**config.mk**
```make
export PLATFORM = sky130hd
export DESIGN_NAME = page_replacement_fifo_lru
export DESIGN_NICKNAME = d
export VERILOG_FILES = /design/src/sv/prr_pkg.sv /design/src/sv/prr_ram.sv /design/src/sv/prr_scan.sv /design/src/sv/page_replacement_fifo_lru.sv
export SDC_FILE = /design/constraint.sdc
export NUM_CORES = 1
export LEC_CHECK = 0
export BUFFER_PORTS_ARGS = -buffer_cell sky130_fd_sc_hd__buf_2
export CAP_MARGIN = 5
export CELL_PAD_IN_SITES_DETAIL_PLACEMENT = 0
export CELL_PAD_IN_SITES_GLOBAL_PLACEMENT = 1
export CORE_MARGIN = 2
export CORE_UTILIZATION = 49
export DETAILED_ROUTE_END_ITERATION = 12
export PLACE_DENSITY = 0.87
export SLEW_MARGIN = 20
export SYNTH_ARGS = -nofsm -noshare
export SYNTH_HDL_FRONTEND = slang
export SYNTH_SLANG_ARGS = --single-unit
export TNS_END_PERCENT = 100
```
**constraint.sdc**
```tcl
create_clock -name i_clk -period 5.25 [get_ports i_clk]
set_clock_uncertainty 0.15 [all_clocks]
set_input_delay 0.2625 -clock i_clk [delete_from_list [all_inputs] [get_ports i_clk]]
set_output_delay 0.2625 -clock i_clk [all_outputs]
set_load 0.1 [all_outputs]
```
**src/sv/prr_pkg.sv**
```systemverilog
`timescale 1ns / 1ps
// Shared constants, register indexes and types of the page replacement unit.
package prr_pkg;

    // Table sizes and field widths.
    localparam int NUM_PAGES  = 32;
    localparam int MAX_FRAMES = 32;
    localparam int TIME_BITS  = 16;
    localparam int PAGE_W     = $clog2(NUM_PAGES);
    localparam int FRAME_W    = $clog2(MAX_FRAMES);
    localparam int CNT_W      = $clog2(MAX_FRAMES + 1);
    localparam int FAULT_W    = 16;

    localparam logic [FAULT_W-1:0] FAULT_MAX = '1;
    localparam logic [CNT_W-1:0]   FRAMES_RST = CNT_W'(4);

    // Configuration register indexes.
    localparam logic REG_POLICY = 1'b0;
    localparam logic REG_FRAMES = 1'b1;

    // Policy codes.
    localparam logic POLICY_FIFO = 1'b0;
    localparam logic POLICY_LRU  = 1'b1;

    // One entry presented to the victim search unit.
    typedef struct packed {
        logic                 vld;
        logic                 resident;
        logic [PAGE_W-1:0]    idx;
        logic [TIME_BITS-1:0] stamp;
    } t_scan_in;

endpackage

```
**src/sv/prr_ram.sv**
```systemverilog
`timescale 1ns / 1ps
// Generic single-write, single-read RAM with a registered read port.
module prr_ram #(
    parameter int WIDTH = 8,
    parameter int DEPTH = 32
) (
    input  logic                     i_clk,
    input  logic                     i_we,
    input  logic [$clog2(DEPTH)-1:0] i_waddr,
    input  logic [WIDTH-1:0]         i_wdata,
    input  logic [$clog2(DEPTH)-1:0] i_raddr,
    output logic [WIDTH-1:0]         o_rdata
);

    logic [WIDTH-1:0] r_mem [DEPTH];
    logic [WIDTH-1:0] r_rdata;

    // Write and registered read.
    always_ff @(posedge i_clk) begin
        if (i_we) begin
            r_mem[i_waddr] <= i_wdata;
        end
        r_rdata <= r_mem[i_raddr];
    end

    assign o_rdata = r_rdata;

endmodule

```
**src/sv/prr_scan.sv**
```systemverilog
`timescale 1ns / 1ps
// Age compare unit that tracks the least recently used resident page.
module prr_scan (
    input  logic                          i_clk,
    input  logic                          i_rst_n,
    input  logic                          i_clear,
    input  logic [prr_pkg::TIME_BITS-1:0] i_now,
    input  prr_pkg::t_scan_in             i_entry,
    output logic [prr_pkg::PAGE_W-1:0]    o_victim
);

    logic                          r_found;
    logic [prr_pkg::PAGE_W-1:0]    r_best;
    logic [prr_pkg::TIME_BITS-1:0] r_best_age;
    logic                          n_found;
    logic [prr_pkg::PAGE_W-1:0]    n_best;
    logic [prr_pkg::TIME_BITS-1:0] n_best_age;
    logic [prr_pkg::TIME_BITS-1:0] age;

    // Age wraps with the access clock, so the order survives a time wrap.
    assign age = i_now - i_entry.stamp;

    // Strictly greater keeps the lowest page index on a tie.
    always_comb begin
        n_found    = r_found;
        n_best     = r_best;
        n_best_age = r_best_age;
        if (i_clear) begin
            n_found = 1'b0;
            n_best  = '0;
        end else if (i_entry.vld && i_entry.resident && (!r_found || age > r_best_age)) begin
            n_found    = 1'b1;
            n_best     = i_entry.idx;
            n_best_age = age;
        end
    end

    always_ff @(posedge i_clk) begin
        if (!i_rst_n) begin
            r_found <= 1'b0;
            r_best  <= '0;
        end else begin
            r_found <= n_found;
            r_best  <= n_best;
        end
        r_best_age <= n_best_age;
    end

    assign o_victim = r_best;

endmodule

```
**src/sv/page_replacement_fifo_lru.sv**
```systemverilog
`timescale 1ns / 1ps
// Page replacement unit: top level with the sequencer, tables and output register.
//
// Each input word on the s_axis channel is one page reference: tdata carries the
// page number and tuser the restart flag, which clears residency, the load-order
// ring position, the frame fill count, the access clock and the fault count before
// the reference is handled. Each reference yields exactly one output word on the
// m_axis channel with the hit and eviction flags in tuser and the frame, evicted
// page and saturating fault count in tdata.
// The block works on one reference at a time and is not ready meanwhile. On an LRU
// eviction the last-use time memory is read one page per cycle over all 32 pages,
// then the load-order ring is read one slot per cycle to find the victim's slot.
// The next reference can be accepted in the same cycle as the result enters the
// output register.
// The result waits in an output register; while the receiver stalls, a finished
// result is held in the sequencer until the register is free.
// Configuration writes (policy, frame count) are always ready; the user must make
// them while the block is idle, which is not enforced. Reset restores FIFO policy
// and four frames and clears all control state; no memory clearing pass is needed.
module page_replacement_fifo_lru (
    input  logic        i_clk,
    input  logic        i_rst_n,
    // Configuration write channel.
    input  logic        i_cfg_valid,
    output logic        o_cfg_ready,
    input  logic        i_cfg_index,
    input  logic [5:0]  i_cfg_data,
    // Reference input.
    input  logic        i_s_axis_tvalid,
    output logic        o_s_axis_tready,
    input  logic [7:0]  i_s_axis_tdata,   // [4:0] page_number, [7:5] zero
    input  logic        i_s_axis_tuser,   // [0] restart
    // Result output.
    output logic        o_m_axis_tvalid,
    input  logic        i_m_axis_tready,
    output logic [31:0] o_m_axis_tdata,   // [4:0] frame_index, [9:5] evicted_page,
                                          // [25:10] miss_count, [31:26] zero
    output logic [1:0]  o_m_axis_tuser    // [0] hit, [1] evicted_valid
);

    localparam int PW = prr_pkg::PAGE_W;
    localparam int FW = prr_pkg::FRAME_W;
    localparam int CW = prr_pkg::CNT_W;
    localparam int TW = prr_pkg::TIME_BITS;
    localparam int QW = prr_pkg::FAULT_W;

    // Sequencer states.
    localparam logic [3:0] S_IDLE  = 4'd0;
    localparam logic [3:0] S_CHK   = 4'd1;
    localparam logic [3:0] S_HITW  = 4'd2;
    localparam logic [3:0] S_FRD   = 4'd3;
    localparam logic [3:0] S_LRU   = 4'd4;
    localparam logic [3:0] S_RSCAN = 4'd5;
    localparam logic [3:0] S_RWR   = 4'd6;
    localparam logic [3:0] S_VWT   = 4'd7;
    localparam logic [3:0] S_UPD   = 4'd8;
    localparam logic [3:0] S_OUT   = 4'd9;

    logic [3:0]           r_state, n_state;
    logic [PW-1:0]        r_page, n_page;
    logic [prr_pkg::NUM_PAGES-1:0] r_resident, n_resident;
    logic [FW-1:0]        r_head, n_head;
    logic [CW-1:0]        r_fu, n_fu;
    logic [TW-1:0]        r_time, n_time;
    logic [QW-1:0]        r_fault, n_fault;
    logic                 r_policy, n_policy;
    logic [CW-1:0]        r_fcount, n_fcount;
    logic                 r_hit, n_hit;
    logic [FW-1:0]        r_frame, n_frame;
    logic                 r_evv, n_evv;
    logic [PW-1:0]        r_victim, n_victim;
    logic [CW-1:0]        r_cnt, n_cnt;
    logic                 r_lv, n_lv;
    logic [PW-1:0]        r_lidx, n_lidx;
    logic                 r_rv, n_rv;
    logic [FW-1:0]        r_rslot, n_rslot;
    logic [FW-1:0]        r_slot, n_slot;
    logic                 r_sfound, n_sfound;
    logic                 r_ovld, n_ovld;
    logic [31:0]          r_otdata, n_otdata;
    logic [1:0]           r_otuser, n_otuser;

    logic                 in_acc;
    logic                 out_free;
    logic [CW-1:0]        usable;
    logic [FW-1:0]        scan_addr;

    logic                 ring_we;
    logic [FW-1:0]        ring_waddr;
    logic [FW-1:0]        ring_raddr;
    logic [PW-1:0]        ring_rdata;
    logic [PW-1:0]        fop_raddr;
    logic [FW-1:0]        fop_rdata;
    logic [TW-1:0]        lut_rdata;
    logic                 upd_we;

    prr_pkg::t_scan_in    scan_entry;
    logic [PW-1:0]        scan_victim;

    // Handshakes.
    assign o_cfg_ready     = 1'b1;
    assign o_s_axis_tready = (r_state == S_IDLE);
    assign in_acc          = i_s_axis_tvalid && o_s_axis_tready;
    assign out_free        = !r_ovld || i_m_axis_tready;

    // Frame count clamped to the range 1 to MAX_FRAMES.
    always_comb begin
        if (r_fcount == '0) begin
            usable = CW'(1);
        end else if (r_fcount > CW'(prr_pkg::MAX_FRAMES)) begin
            usable = CW'(prr_pkg::MAX_FRAMES);
        end else begin
            usable = r_fcount;
        end
    end

    assign scan_addr = r_head + r_cnt[FW-1:0];
    assign upd_we    = (r_state == S_UPD);

    // Entry fed to the age compare unit in the cycle after its memory read.
    assign scan_entry.vld      = r_lv;
    assign scan_entry.resident = r_resident[r_lidx];
    assign scan_entry.idx      = r_lidx;
    assign scan_entry.stamp    = lut_rdata;

    // Sequencer and table control.
    always_comb begin
        n_state    = r_state;
        n_page     = r_page;
        n_resident = r_resident;
        n_head     = r_head;
        n_fu       = r_fu;
        n_time     = r_time;
        n_fault    = r_fault;
        n_policy   = r_policy;
        n_fcount   = r_fcount;
        n_hit      = r_hit;
        n_frame    = r_frame;
        n_evv      = r_evv;
        n_victim   = r_victim;
        n_cnt      = r_cnt;
        n_lv       = 1'b0;
        n_lidx     = r_cnt[PW-1:0];
        n_rv       = 1'b0;
        n_rslot    = scan_addr;
        n_slot     = r_slot;
        n_sfound   = r_sfound;
        n_ovld     = r_ovld && !i_m_axis_tready;
        n_otdata   = r_otdata;
        n_otuser   = r_otuser;
        ring_we    = 1'b0;
        ring_waddr = r_head;
        ring_raddr = r_head;
        fop_raddr  = r_page;

        // Configuration writes.
        if (i_cfg_valid) begin
            unique case (i_cfg_index)
                prr_pkg::REG_POLICY: n_policy = i_cfg_data[0];
                prr_pkg::REG_FRAMES: n_fcount = i_cfg_data;
                default:             n_policy = r_policy;
            endcase
        end

        unique case (r_state)
            S_IDLE: begin
                if (in_acc) begin
                    n_page  = i_s_axis_tdata[PW-1:0];
                    n_state = S_CHK;
                    if (i_s_axis_tuser) begin
                        n_resident = '0;
                        n_head     = '0;
                        n_fu       = '0;
                        n_time     = '0;
                        n_fault    = '0;
                    end
                end
            end
            S_CHK: begin
                n_evv = 1'b0;
                if (r_resident[r_page]) begin
                    n_hit   = 1'b1;
                    n_state = S_HITW;
                end else begin
                    n_hit = 1'b0;
                    if (r_fault != prr_pkg::FAULT_MAX) begin
                        n_fault = r_fault + QW'(1);
                    end
                    if (r_fu < usable) begin
                        // Free frame: handed out in fill order.
                        n_frame    = r_fu[FW-1:0];
                        ring_we    = 1'b1;
                        ring_waddr = r_head + r_fu[FW-1:0];
                        n_fu       = r_fu + CW'(1);
                        n_state    = S_UPD;
                    end else if (r_policy == prr_pkg::POLICY_FIFO) begin
                        n_state = S_FRD;
                    end else begin
                        n_cnt   = '0;
                        n_state = S_LRU;
                    end
                end
            end
            S_HITW: begin
                n_frame = fop_rdata;
                n_state = S_UPD;
            end
            S_FRD: begin
                // Oldest loaded page leaves; the new page takes its ring slot.
                n_victim   = ring_rdata;
                fop_raddr  = ring_rdata;
                ring_we    = 1'b1;
                ring_waddr = r_head;
                n_head     = r_head + FW'(1);
                n_state    = S_VWT;
            end
            S_LRU: begin
                if (r_cnt == CW'(prr_pkg::NUM_PAGES)) begin
                    n_cnt    = '0;
                    n_sfound = 1'b0;
                    n_state  = S_RSCAN;
                end else begin
                    n_lv  = 1'b1;
                    n_cnt = r_cnt + CW'(1);
                end
            end
            S_RSCAN: begin
                ring_raddr = scan_addr;
                if (r_rv && !r_sfound && ring_rdata == scan_victim) begin
                    n_sfound = 1'b1;
                    n_slot   = r_rslot;
                end
                if (r_cnt == r_fu) begin
                    n_state = S_RWR;
                end else begin
                    n_rv  = 1'b1;
                    n_cnt = r_cnt + CW'(1);
                end
            end
            S_RWR: begin
                ring_we    = 1'b1;
                ring_waddr = r_sfound ? r_slot : r_head;
                n_victim   = scan_victim;
                fop_raddr  = scan_victim;
                n_state    = S_VWT;
            end
            S_VWT: begin
                n_frame              = fop_rdata;
                n_evv                = 1'b1;
                n_resident[r_victim] = 1'b0;
                n_state              = S_UPD;
            end
            S_UPD: begin
                n_resident[r_page] = 1'b1;
                n_time             = r_time + TW'(1);
                n_state            = S_OUT;
            end
            S_OUT: begin
                if (out_free) begin
                    n_ovld   = 1'b1;
                    n_otdata = {6'b0, r_fault, (r_evv ? r_victim : PW'(0)), r_frame};
                    n_otuser = {r_evv, r_hit};
                    n_state  = S_IDLE;
                end
            end
            default: n_state = S_IDLE;
        endcase
    end

    // Control registers are reset; payload registers are not.
    always_ff @(posedge i_clk) begin
        if (!i_rst_n) begin
            r_state    <= S_IDLE;
            r_resident <= '0;
            r_head     <= '0;
            r_fu       <= '0;
            r_time     <= '0;
            r_fault    <= '0;
            r_policy   <= prr_pkg::POLICY_FIFO;
            r_fcount   <= prr_pkg::FRAMES_RST;
            r_lv       <= 1'b0;
            r_rv       <= 1'b0;
            r_sfound   <= 1'b0;
            r_ovld     <= 1'b0;
        end else begin
            r_state    <= n_state;
            r_resident <= n_resident;
            r_head     <= n_head;
            r_fu       <= n_fu;
            r_time     <= n_time;
            r_fault    <= n_fault;
            r_policy   <= n_policy;
            r_fcount   <= n_fcount;
            r_lv       <= n_lv;
            r_rv       <= n_rv;
            r_sfound   <= n_sfound;
            r_ovld     <= n_ovld;
        end
        r_page   <= n_page;
        r_hit    <= n_hit;
        r_frame  <= n_frame;
        r_evv    <= n_evv;
        r_victim <= n_victim;
        r_cnt    <= n_cnt;
        r_lidx   <= n_lidx;
        r_rslot  <= n_rslot;
        r_slot   <= n_slot;
        r_otdata <= n_otdata;
        r_otuser <= n_otuser;
    end

    // Load-order ring.
    prr_ram #(.WIDTH(PW), .DEPTH(prr_pkg::MAX_FRAMES)) u_ring (
        .i_clk   (i_clk),
        .i_we    (ring_we),
        .i_waddr (ring_waddr),
        .i_wdata (r_page),
        .i_raddr (ring_raddr),
        .o_rdata (ring_rdata)
    );

    // Frame held by each page.
    prr_ram #(.WIDTH(FW), .DEPTH(prr_pkg::NUM_PAGES)) u_frame_tbl (
        .i_clk   (i_clk),
        .i_we    (upd_we),
        .i_waddr (r_page),
        .i_wdata (r_frame),
        .i_raddr (fop_raddr),
        .o_rdata (fop_rdata)
    );

    // Last-use time of each page.
    prr_ram #(.WIDTH(TW), .DEPTH(prr_pkg::NUM_PAGES)) u_time_tbl (
        .i_clk   (i_clk),
        .i_we    (upd_we),
        .i_waddr (r_page),
        .i_wdata (r_time),
        .i_raddr (r_cnt[PW-1:0]),
        .o_rdata (lut_rdata)
    );

    // Least recently used search.
    prr_scan u_scan (
        .i_clk    (i_clk),
        .i_rst_n  (i_rst_n),
        .i_clear  (r_state == S_CHK),
        .i_now    (r_time),
        .i_entry  (scan_entry),
        .o_victim (scan_victim)
    );

    assign o_m_axis_tvalid = r_ovld;
    assign o_m_axis_tdata  = r_otdata;
    assign o_m_axis_tuser  = r_otuser;

endmodule
```
==> reports/qor.yml <==
whs_path_depth: 3
syn2layout_area_growth_pct: 13.1
wire_length_after_detailed_routing_mm: 100
place.detailed.instances: 3622
cts.hold.buffers_added: 29
number_of_setup_violations_in_the_final_report: 0
synth_enable_flop_cells: 904
hold_end: "r_state[1]"
final_core_utilization: 0.559
timing.critical_path.slowest_stage_cell: "sky130_fd_sc_hd__or4b_2"
cts.sinks: 1036
synth_ff_type: "sky130_fd_sc_hd__edfxtp_1"
period_minus_slack_ns: 4.83
first_pass_grt_wire_length_mm: 150
reg2reg_setup_slack_ns: 0.42
clk_pin_slew_worst_paths_ns: 0.06
rr_endpoint: "u_scan.o_victim[0]"
wire_per_inst_um: 26.1
total_power_mw: 17.5
timing.reg2reg.worst_path_depth: 18
regToRegStartpoint: "u_time_tbl.o_rdata[1]"
start_util: 0.494
synth.lib_cells_used.distinct: 77
ctsHtreeMaxLevel: 3
num_vias: 23400
timing.max_slew.rel_slack: 0.252
synth_seq_area_share: 0.708
clock.fmax_mhz: 207
holdCritStartpoint: "i_rst_n"
worstPathCellList: "inv_1 -> ha_1 -> nor2b_1 -> o31ai_1 -> a21oi_1 -> and4_1 -> o31ai_1 -> o2111ai_1 -> a21oi_1 -> xnor2_1 -> ha_1 -> or4b_2 -> a221oi_1 -> o21ai_0 -> o2111ai_2 -> buf_4 -> mux2i_1 -> nor2_1"
timing_worst_setup_path_type: "reg -> reg"
worst_ep_required_time_ns: 5.64
cap_viol_max_count: 0
ctsRootBufferMaster: "sky130_fd_sc_hd__clkbuf_16"
worst_path_dominant_cell_family: "compound AO/OA/AOI/OAI gates"
postSynthCellCount: 2479
ys_ff_latch: 1036
dieHeight_um: 297
floorplan.core_area_um2: 85100
ant_nets: 0
yosysMostFrequentCell: "sky130_fd_sc_hd__edfxtp_1"
setup_ws_ns: 0.420
globalRouteOverflowTotal: 0
cts_bufs_inserted: 99
slew_viol_final: 0
fin_crit_sh: 0.920
power_density_nw_per_um2: 367
io_pins: 58
antenna_cells_inserted: 0
netlist_area_um2: 42100
worstHoldPathType: "in -> reg"
power.static_leakage_nw: 17.0
drtIter0Drc: 2639
ctsResizeCount: 0
floorplan.rows: 107
tightest_slew_ns: 1.12
detailedPlacementHpwl_mm: 56.1
status: "complete, no violations"
clk-insertion-delay-late_ns: 0.67
die_area_um2: 88300
number_of_antenna_violations_at_the_first_check_in_global_routing: 0
async_flop_share: 0
yosys-top-cells-count: "sky130_fd_sc_hd__edfxtp_1, sky130_fd_sc_hd__nand2_1, sky130_fd_sc_hd__mux4_2"
crit_path_max_incr_delay_ns: 0.66
hold_viol: 0
gp_routability_congestion: 0.875
detail_route.vias_per_cell: 6.08
yosys.area.top_type_share: 0.645
tritoncts: "built"
setup_total_negative_slack_ns: 0
grt_pass1_vias: 23600
yosys_warnings: 0
clock_tree.buffer_depth: 3
rsz0062_at_grt: "false"
critical_path_peak_fanout: 5
pin_count_of_the_biggest_net_entering_global_routing: 84
timing.critical_path.from_type: "flop"
irDropWorstVdd_mv: 0.283
globalRouteTotalUtil: 0.225
final_cells: 3842
die_width_um: 297
cp.arrival_ns: 5.22
drt_pass1_iterations: 6
synth.area.top_cells: "sky130_fd_sc_hd__edfxtp_1, sky130_fd_sc_hd__mux4_2, sky130_fd_sc_hd__dfxtp_1"
crit_path_end_kind: "flop"
cts.repair_timing.setup_buffer_count: 0
drt_drc_violations_left: 0
mean_post_synth_cell_area_um2: 17.0
layout-drive-gt1-share: 0.228
worst_slack_after_detailed_placement_ns: 0.536
io_buffers: 47
cp_num_buf_inv: 2
synth_area_leader_cell: "sky130_fd_sc_hd__edfxtp_1"
nets: 2687
[worst register-to-register path, stage by stage, from the launching register on]
cell and delay [ns]:
sky130_fd_sc_hd__dfxtp_1 0.36, sky130_fd_sc_hd__inv_1 0.06, sky130_fd_sc_hd__ha_1 0.26, sky130_fd_sc_hd__nor2b_1 0.14, sky130_fd_sc_hd__o31ai_1 0.42, sky130_fd_sc_hd__a21oi_1 0.17, sky130_fd_sc_hd__and4_1 0.26, sky130_fd_sc_hd__o31ai_1 0.47
sky130_fd_sc_hd__o2111ai_1 0.18, sky130_fd_sc_hd__a21oi_1 0.19, sky130_fd_sc_hd__xnor2_1 0.12, sky130_fd_sc_hd__ha_1 0.22, sky130_fd_sc_hd__or4b_2 0.66, sky130_fd_sc_hd__a221oi_1 0.22, sky130_fd_sc_hd__o21ai_0 0.16, sky130_fd_sc_hd__o2111ai_2 0.24
sky130_fd_sc_hd__buf_4 0.19, sky130_fd_sc_hd__mux2i_1 0.19, sky130_fd_sc_hd__nor2_1 0.06
[placed cells by master (no fill, tap or decap), types with 31 or more instances in the layout]
cell | netlist | routed
sky130_fd_sc_hd__buf_4 | 12 | 78
sky130_fd_sc_hd__a21oi_1 | 72 | 72
sky130_fd_sc_hd__xor2_1 | 43 | 43
sky130_fd_sc_hd__dfxtp_1 | 132 | 132
sky130_fd_sc_hd__nand3_1 | 91 | 91
sky130_fd_sc_hd__and3_1 | 31 | 31
sky130_fd_sc_hd__nand2_1 | 220 | 219
sky130_fd_sc_hd__mux2_2 | 35 | 35
sky130_fd_sc_hd__buf_2 | 30 | 47
sky130_fd_sc_hd__ha_1 | 50 | 50
sky130_fd_sc_hd__edfxtp_1 | 904 | 904
sky130_fd_sc_hd__inv_1 | 51 | 51
sky130_fd_sc_hd__mux2i_1 | 43 | 40
sky130_fd_sc_hd__nor2_1 | 147 | 115
sky130_fd_sc_hd__mux4_2 | 210 | 210
sky130_fd_sc_hd__o221a_2 | 32 | 32
sky130_fd_sc_hd__clkbuf_16 | 0 | 102
sky130_fd_sc_hd__nor2_2 | 0 | 31
[per-layer routing]
layer  share of wire  global-route usage  vias up  wire length [um]
met4           0.039              0.0861        0              3860
li1                -                   -    10000                 -
met2            0.50               0.378     1135             49900
met5               0                   0        -                 0
met1            0.38               0.294    12000             38400
met3           0.080              0.0397      236              8060
[where the power goes]
group | internal [mW] | total (mW) | switching (mW)
sequential | 9.09 | 9.21 | 0.121
clock | 4.11 | 7.20 | 3.10
combinational | 0.299 | 1.04 | 0.743
[metrics by stage]
stage	cell area, um^2	hold slack, ns
finish	47600	0.114
global route	47600	0.128
CTS	47500	0.0571
detailed placement	43900	0.239
global placement	43900	0.238
floorplan	42100	0.196
[logic make-up after synthesis]
group,synth area share
buffers and inverters,0.0194
other,0.000178
AOI/OAI and AO/OA,0.0442
muxes,0.132
adders and majority gates,0.0163
xor gates and xnor gates,0.0139
and+or+nand+nor,0.0663
DFF,0.708
[layout make-up]
class / instances / area (um^2)
clock inverter: 65 / 664
clock buffer: 121 / 2640
multi-input combinational: 1263 / 11700
fill: 6256 / 37500
timing repair buffer: 161 / 1230
tap: 1144 / 1430
sequential: 1036 / 29800
inverter: 52 / 195
[registers in the layout, indices dropped and copies added, names as in the netlist, 16 cells and up]
register,cells
o_m_axis_tdata,26
u_scan.r_best_age,16
r_resident,32
u_time_tbl.r_mem,512
u_ring.r_mem,160
u_time_tbl.o_rdata,16
u_frame_tbl.r_mem,160
r_time,16
r_fault,16
[how the worst max path moves through the flow]
stage | slack (ns) | cells after the start | startpoint | end
final | 0.42 | 18 | u_time_tbl.o_rdata[1] | u_scan.o_victim[0]
after global routing | 0.07 | 18 | u_time_tbl.o_rdata[1] | u_scan.o_victim[0]
after CTS | 0.50 | 18 | u_time_tbl.o_rdata[1] | u_scan.o_victim[2]
after detailed placement | 0.54 | 18 | u_time_tbl.o_rdata[1] | u_scan.o_victim[2]
after global placement | 0.61 | 18 | u_time_tbl.o_rdata[1] | u_scan.o_victim[0]
after floorplan | 0.13 | 17 | r_time[0] | u_scan.r_best_age[0]
(Power assumes the default switching activity.)
